$ cat src/sv/rgbc_pkg.sv
// Shared types, constants and helpers for the 3x3 RGB convolution filter.
// No dependencies; imported by every module of the block.
package rgbc_pkg;

  localparam int MAX_WIDTH  = 1024;
  localparam int MAX_HEIGHT = 4096;
  localparam int PIX_W      = 24;
  localparam int COL_W      = 10;
  localparam int ROW_W      = 12;
  localparam int FW_W       = 11;
  localparam int FH_W       = 13;
  localparam int CFG_ADDR_W = 3;
  localparam int PART_W     = 18;
  localparam int TOTAL_W    = 20;

  localparam logic [CFG_ADDR_W-1:0] REG_FRAME_WIDTH  = 3'd0;
  localparam logic [CFG_ADDR_W-1:0] REG_FRAME_HEIGHT = 3'd1;
  localparam logic [CFG_ADDR_W-1:0] REG_COEF_TOP     = 3'd2;
  localparam logic [CFG_ADDR_W-1:0] REG_COEF_MID     = 3'd3;
  localparam logic [CFG_ADDR_W-1:0] REG_COEF_BOT     = 3'd4;

  localparam logic [FW_W-1:0] FRAME_WIDTH_RST  = 11'd640;
  localparam logic [FH_W-1:0] FRAME_HEIGHT_RST = 13'd480;

  localparam logic [7:0] PIX_MAX = 8'd255;

  typedef logic [PIX_W-1:0] pix_t;
  typedef logic [2:0][2:0][PIX_W-1:0] win_t;
  typedef logic [2:0][PIX_W-1:0] coef_t;

  typedef struct packed {
    logic [COL_W-1:0] col;
    logic [ROW_W-1:0] row;
    logic             last;
  } meta_t;

  typedef struct packed {
    logic ld_row;
    logic ld_out;
  } kern_ctl_t;

  function automatic logic signed [7:0] coef_of(input logic [PIX_W-1:0] row_coefs,
                                                input logic [1:0] k);
    coef_of = $signed(row_coefs[8*k +: 8]);
  endfunction

endpackage

$ cat src/sv/rgbc_kernel.sv
// Multiply-accumulate datapath: per-row partial sums, then total and clamp.
// Depends on rgbc_pkg.
module rgbc_kernel import rgbc_pkg::*; (
  input  logic      clk,
  input  kern_ctl_t ctl,
  input  win_t      win,
  input  coef_t     coefs,
  output pix_t      res
);

  logic signed [PART_W-1:0] part_r   [3][3];
  logic signed [PART_W-1:0] part_nxt [3][3];
  pix_t                     res_r;
  pix_t                     res_nxt;

  always_comb begin
    logic signed [16:0]       prod;
    logic signed [PART_W-1:0] acc;
    for (int ch = 0; ch < 3; ch++) begin
      for (int r = 0; r < 3; r++) begin
        acc = '0;
        for (int k = 0; k < 3; k++) begin
          prod = $signed({1'b0, win[r][k][8*ch +: 8]}) * coef_of(coefs[r], 2'(k));
          acc  = acc + {prod[16], prod};
        end
        part_nxt[ch][r] = acc;
      end
    end
  end

  always_comb begin
    logic signed [TOTAL_W-1:0] total;
    res_nxt = '0;
    for (int ch = 0; ch < 3; ch++) begin
      total = {{2{part_r[ch][0][PART_W-1]}}, part_r[ch][0]}
            + {{2{part_r[ch][1][PART_W-1]}}, part_r[ch][1]}
            + {{2{part_r[ch][2][PART_W-1]}}, part_r[ch][2]};
      if (total[TOTAL_W-1]) begin
        res_nxt[8*ch +: 8] = '0;
      end else if (total > $signed({{(TOTAL_W-8){1'b0}}, PIX_MAX})) begin
        res_nxt[8*ch +: 8] = PIX_MAX;
      end else begin
        res_nxt[8*ch +: 8] = total[7:0];
      end
    end
  end

  always_ff @(posedge clk) begin
    if (ctl.ld_row) begin
      part_r <= part_nxt;
    end
    if (ctl.ld_out) begin
      res_r <= res_nxt;
    end
  end

  assign res = res_r;

endmodule
$ cat config.mk
export PLATFORM = sky130hd
export DESIGN_NAME = rgbc_kernel
export DESIGN_NICKNAME = d
export VERILOG_FILES = /design/src/sv/rgbc_pkg.sv /design/src/sv/rgbc_kernel.sv
export SDC_FILE = /design/constraint.sdc
export NUM_CORES = 2
export LEC_CHECK = 0
export ABC_AREA = 1
export BUFFER_PORTS_ARGS = -buffer_cell sky130_fd_sc_hd__buf_2
export CORE_MARGIN = 2
export CORE_UTILIZATION = 38
export DETAILED_ROUTE_END_ITERATION = 12
export PLACE_DENSITY = 0.55
export SYNTH_ARGS = -nofsm -noshare
export SYNTH_HDL_FRONTEND = slang
export SYNTH_SLANG_ARGS = --single-unit
export TNS_END_PERCENT = 5
$ cat constraint.sdc
create_clock -name clk -period 19.82 [get_ports clk]
set_input_delay 4.955 -clock clk [delete_from_list [all_inputs] [get_ports clk]]
set_output_delay 4.955 -clock clk [all_outputs]
set_load 0.005 [all_outputs]
# == After elaboration in Yosys (flattened, before gate mapping) ==
# Cells that the tools add are included.
# totals
register_bits,186
latchBits,0
mem_bits_rw,0
mem_bits_ro,0
input_bits,291
output_inout_bits,24
n_memories,0
# classes
add_sub_neg,24
n_mul,27
div,0
magnitude_cmp,3
eq_ne,0
n_shift,0
muxes,3
bitwise,0
reduce_logical,0
# ops
op,count
$mul 9x8->17,27
$add 17x17->18,9
$add 18x18->18,9
$add 19x18->20,3
$gt 20x9->1 const B,3
$add 18x18->19,3
$mux 8,3

# == Longest topological paths before layout ==
# logic_depth
word_depth,4
ltp_mapped,38
depth_no_buf,37

# == Least setup slack after synthesis ==
# No wires, ideal clock.
# synth_timing
path_type,input -> register
from,input port coefs[66] in the netlist's numbering
to,register part_r[68] in the netlist's numbering (data pin)
setup_ns,0.262
t_arrival_ns,11.776
required_time_ns,19.558
path_slack_ns,7.782
stages,26
n_path_buf,1
cell_sequence,clkbuf_1 -> nand2_1 -> fa_1 -> fa_1 -> fa_1 -> fa_1 -> inv_1 -> ha_1 -> xnor2_1 -> ha_1 -> inv_1 -> fa_1 -> fa_1 -> inv_1 -> fa_1 -> inv_1 -> fa_1 -> fa_1 -> inv_1 -> ha_1 -> a21oi_1 -> a21boi_1 -> o21ai_0 -> a31oi_1 -> o21ai_1 -> xor2_1
# synth_rtl
element,line,rtl
from (decl),rgbc_kernel.sv:7,"input coef_t coefs,"
to (signal assigned),rgbc_kernel.sv:50,part_r <= part_nxt;
to (decl),rgbc_kernel.sv:11,logic signed [PART_W-1:0] part_r [3][3];

==> impl_metrics.yaml <==
routing:
  wl_microns: 207000
  drc: 0
  first_pass_iters: 8
  drtIter0Drc: 3126
  num_vias: 57800
  wl_per_cell_microns: 16.7
  drtAntennaViolNets: 0
  vias_per_cell: 4.67
clock_tree:
  post_cts_buffers: 0
  cts_hold_buffers: 0
  cts_tree: "built"
  clock_latency_ps: 500
  path_clk_slew_ps: 80
  cts_buffers: 17
  cts.sinks: 186
  ctsRootBufferMaster: "clkbuf_16"
  clockBufferDepth: 2
  htreeDepth: 4
  postCtsResizedCells: 0
cells_and_area:
  layout-drive-gt1-share_pct: 5.40
  synthToLayoutAreaGrowth_pct: 5.51
  nets: 12600
  design_area_sq_mm: 0.0822
  post-route-util_pct: 40.3
floorplanning:
  rows: 166
  io_pins: 315
  coreArea_sq_mm: 0.204
  dieArea_sq_mm: 0.209
  start_util_pct: 38.2
  die_y_microns: 457
  fp.dieW_microns: 457
grt:
  grt_pass1_wl_microns: 339000
  track_usage_pct: 20.6
  grt_pass1_vias: 62400
  antenna_found_initial: 87
  grt_overflow: 0
  grt_max_degree: 97
setup_path:
  slowest_delay_ps: 660
  critPathMaxFanout: 27
  startpoint_type: "input pin"
  cp.buffers_inverters: 8
  slowest_stage: "inv_1"
  timing.rr.start: "part_r[145]"
  critPathTopFamily: "adder cells"
  cp_data_arrival_time_ps: 12810
  crit_start: "coefs[47]"
  crit_required_ps: 20070
  crit_type: "input pin to flop"
  critPathMostFrequentCell: "fa_1"
  endpoint_kind: "flop"
timing:
  rsz0062_at_grt: "no"
  slew_violations: 0
  hold_viol: 0
  period_share_pct: 63.3
  period_minus_slack_ps: 12560
  skew_ps: 12.3
  timing.fmax_mhz: 79.6
  setup_viol: 0
  whs_ps: 896
  tightest_slew_ps: 979
  finalSetupTns_ps: 0
  slew_headroom_pct: 34.7
logic_synthesis:
  syn-cell-area_sq_mm: 0.0779
  yosysWarnings: 0
  yosys-top-cells-area: "fa_1, ha_1, inv_1"
  yosys.area.top_type_share_pct: 37.1
  postSynthAreaPerCell_sq_um: 8.07
  synth_nets: 12600
  synthCells: 9656
  ys.flop_type: "edfxtp_1"
  synthArstFlopShare_pct: 0
  synth.largest_area_cell: "fa_1"
  synth.most_common_cell: "inv_1"
  synth_edf_count: 186
  yosys-top-cells-count: "inv_1, nand2_1, fa_1, ha_1, clkbuf_1"
  ys_types: 43
  synth-seq-cells: 186
  ys_seq_area_share_pct: 7.17
placed_design:
  port_buffers: 314
  hpwlAfterDp_microns: 179000
  place_area_sq_mm: 0.0815
  finalWeightedCongestion: 0.903
worst_hold_path:
  min_from: "part_r[36]"
  hold_class: "flop to flop"
flow_run:
  drv_cap: 0
run_status:
  status: "finished, final reports clean"
## layer usage
| layer | share of wire [%] | routed length [microns] | GRT usage, % | up-vias |
|---|---|---|---|---|
| li1 | - | - | - | 27700 |
| met5 | 0.17 | 348 | 0 | - |
| met3 | 5.1 | 10500 | 2.68 | 286 |
| met1 | 44 | 91300 | 27.4 | 28500 |
| met4 | 3.3 | 6870 | 6.06 | 54 |
| met2 | 47 | 97900 | 34.8 | 1277 |
## through the flow
stage	instances	setup slack (ps)
finish	12400	7260
global route	12400	6750
CTS	12300	7240
detailed placement	12300	6690
global placement	12300	6670
floorplan	9656	7780
## area by class of cell
class,count,area [sq um]
fillers,21000,122000
multi-input cells,5972,59200
inverters,3138,11800
flip-flops and latches,186,5590
well taps,2688,3360
repair buffers,323,1650
clock buffers,17,425
clock inverters,15,151
diodes,48,120
## registers in the layout (all words and copies together), names as in the netlist
| signal | cells |
|---|---|
| res | 24 |
| part_r | 162 |
## path summary, 6_finish.rpt
| kind | end | slack (ps) | depth (start not counted) |
|---|---|---|---|
| worst max-delay path | part_r[141] | 7260 | 30 |
| worst min-delay path | res[16] | 900 | 3 |
| worst max register to register | res[5] | 16320 | 15 |
| worst min register to register | res[16] | 900 | 3 |
## worst min-delay path, cell delays in order (launching register included)
cell and delay [ps]:
edfxtp_1 350, fa_1 170, inv_1 100, a31oi_1 170
## cells in the final DEF, fill, tap and decap left out, types with 4 or more instances in the layout
cell	instances
a21oi_1	264
o221ai_1	6
clkbuf_16	17
nor2_4	4
nand4_1	30
nand2_1	2043
inv_1	3135
o21ai_1	16
nand3_1	119
a21o_1	7
xnor2_1	95
or2_2	127
edfxtp_1	186
a21boi_1	5
nand3_2	6
buf_4	9
ha_1	1182
fa_1	1443
nor2_1	219
o31ai_1	6
xor2_1	168
o2111ai_1	9
inv_6	4
nor2_2	4
o21ai_0	88
and2_1	7
a31oi_1	41
o21ai_2	6
diode_2	48
o21bai_1	13
nand2_2	8
nor3_1	23
nand3b_1	12
inv_8	5
buf_2	313
a21oi_2	7
## cells by family (layout without fill, tap and decap cells)
kind of cell | after synthesis | count (layout) | share of synthesized area (%)
flip-flops | 186 | 186 | 7.17
buffers and inverters | 3498 | 3493 | 16.9
adder cells (fa/ha/maj) | 2625 | 2625 | 56.0
AO/OA/AOI/OAI | 480 | 480 | 3.43
other | 0 | 48 | 0
XOR/XNOR | 263 | 263 | 2.96
AND/OR/NAND/NOR | 2604 | 2604 | 13.5
Power is not shown: default switching activity piles up to over one toggle a cycle in this logic, so the estimate is an artifact.
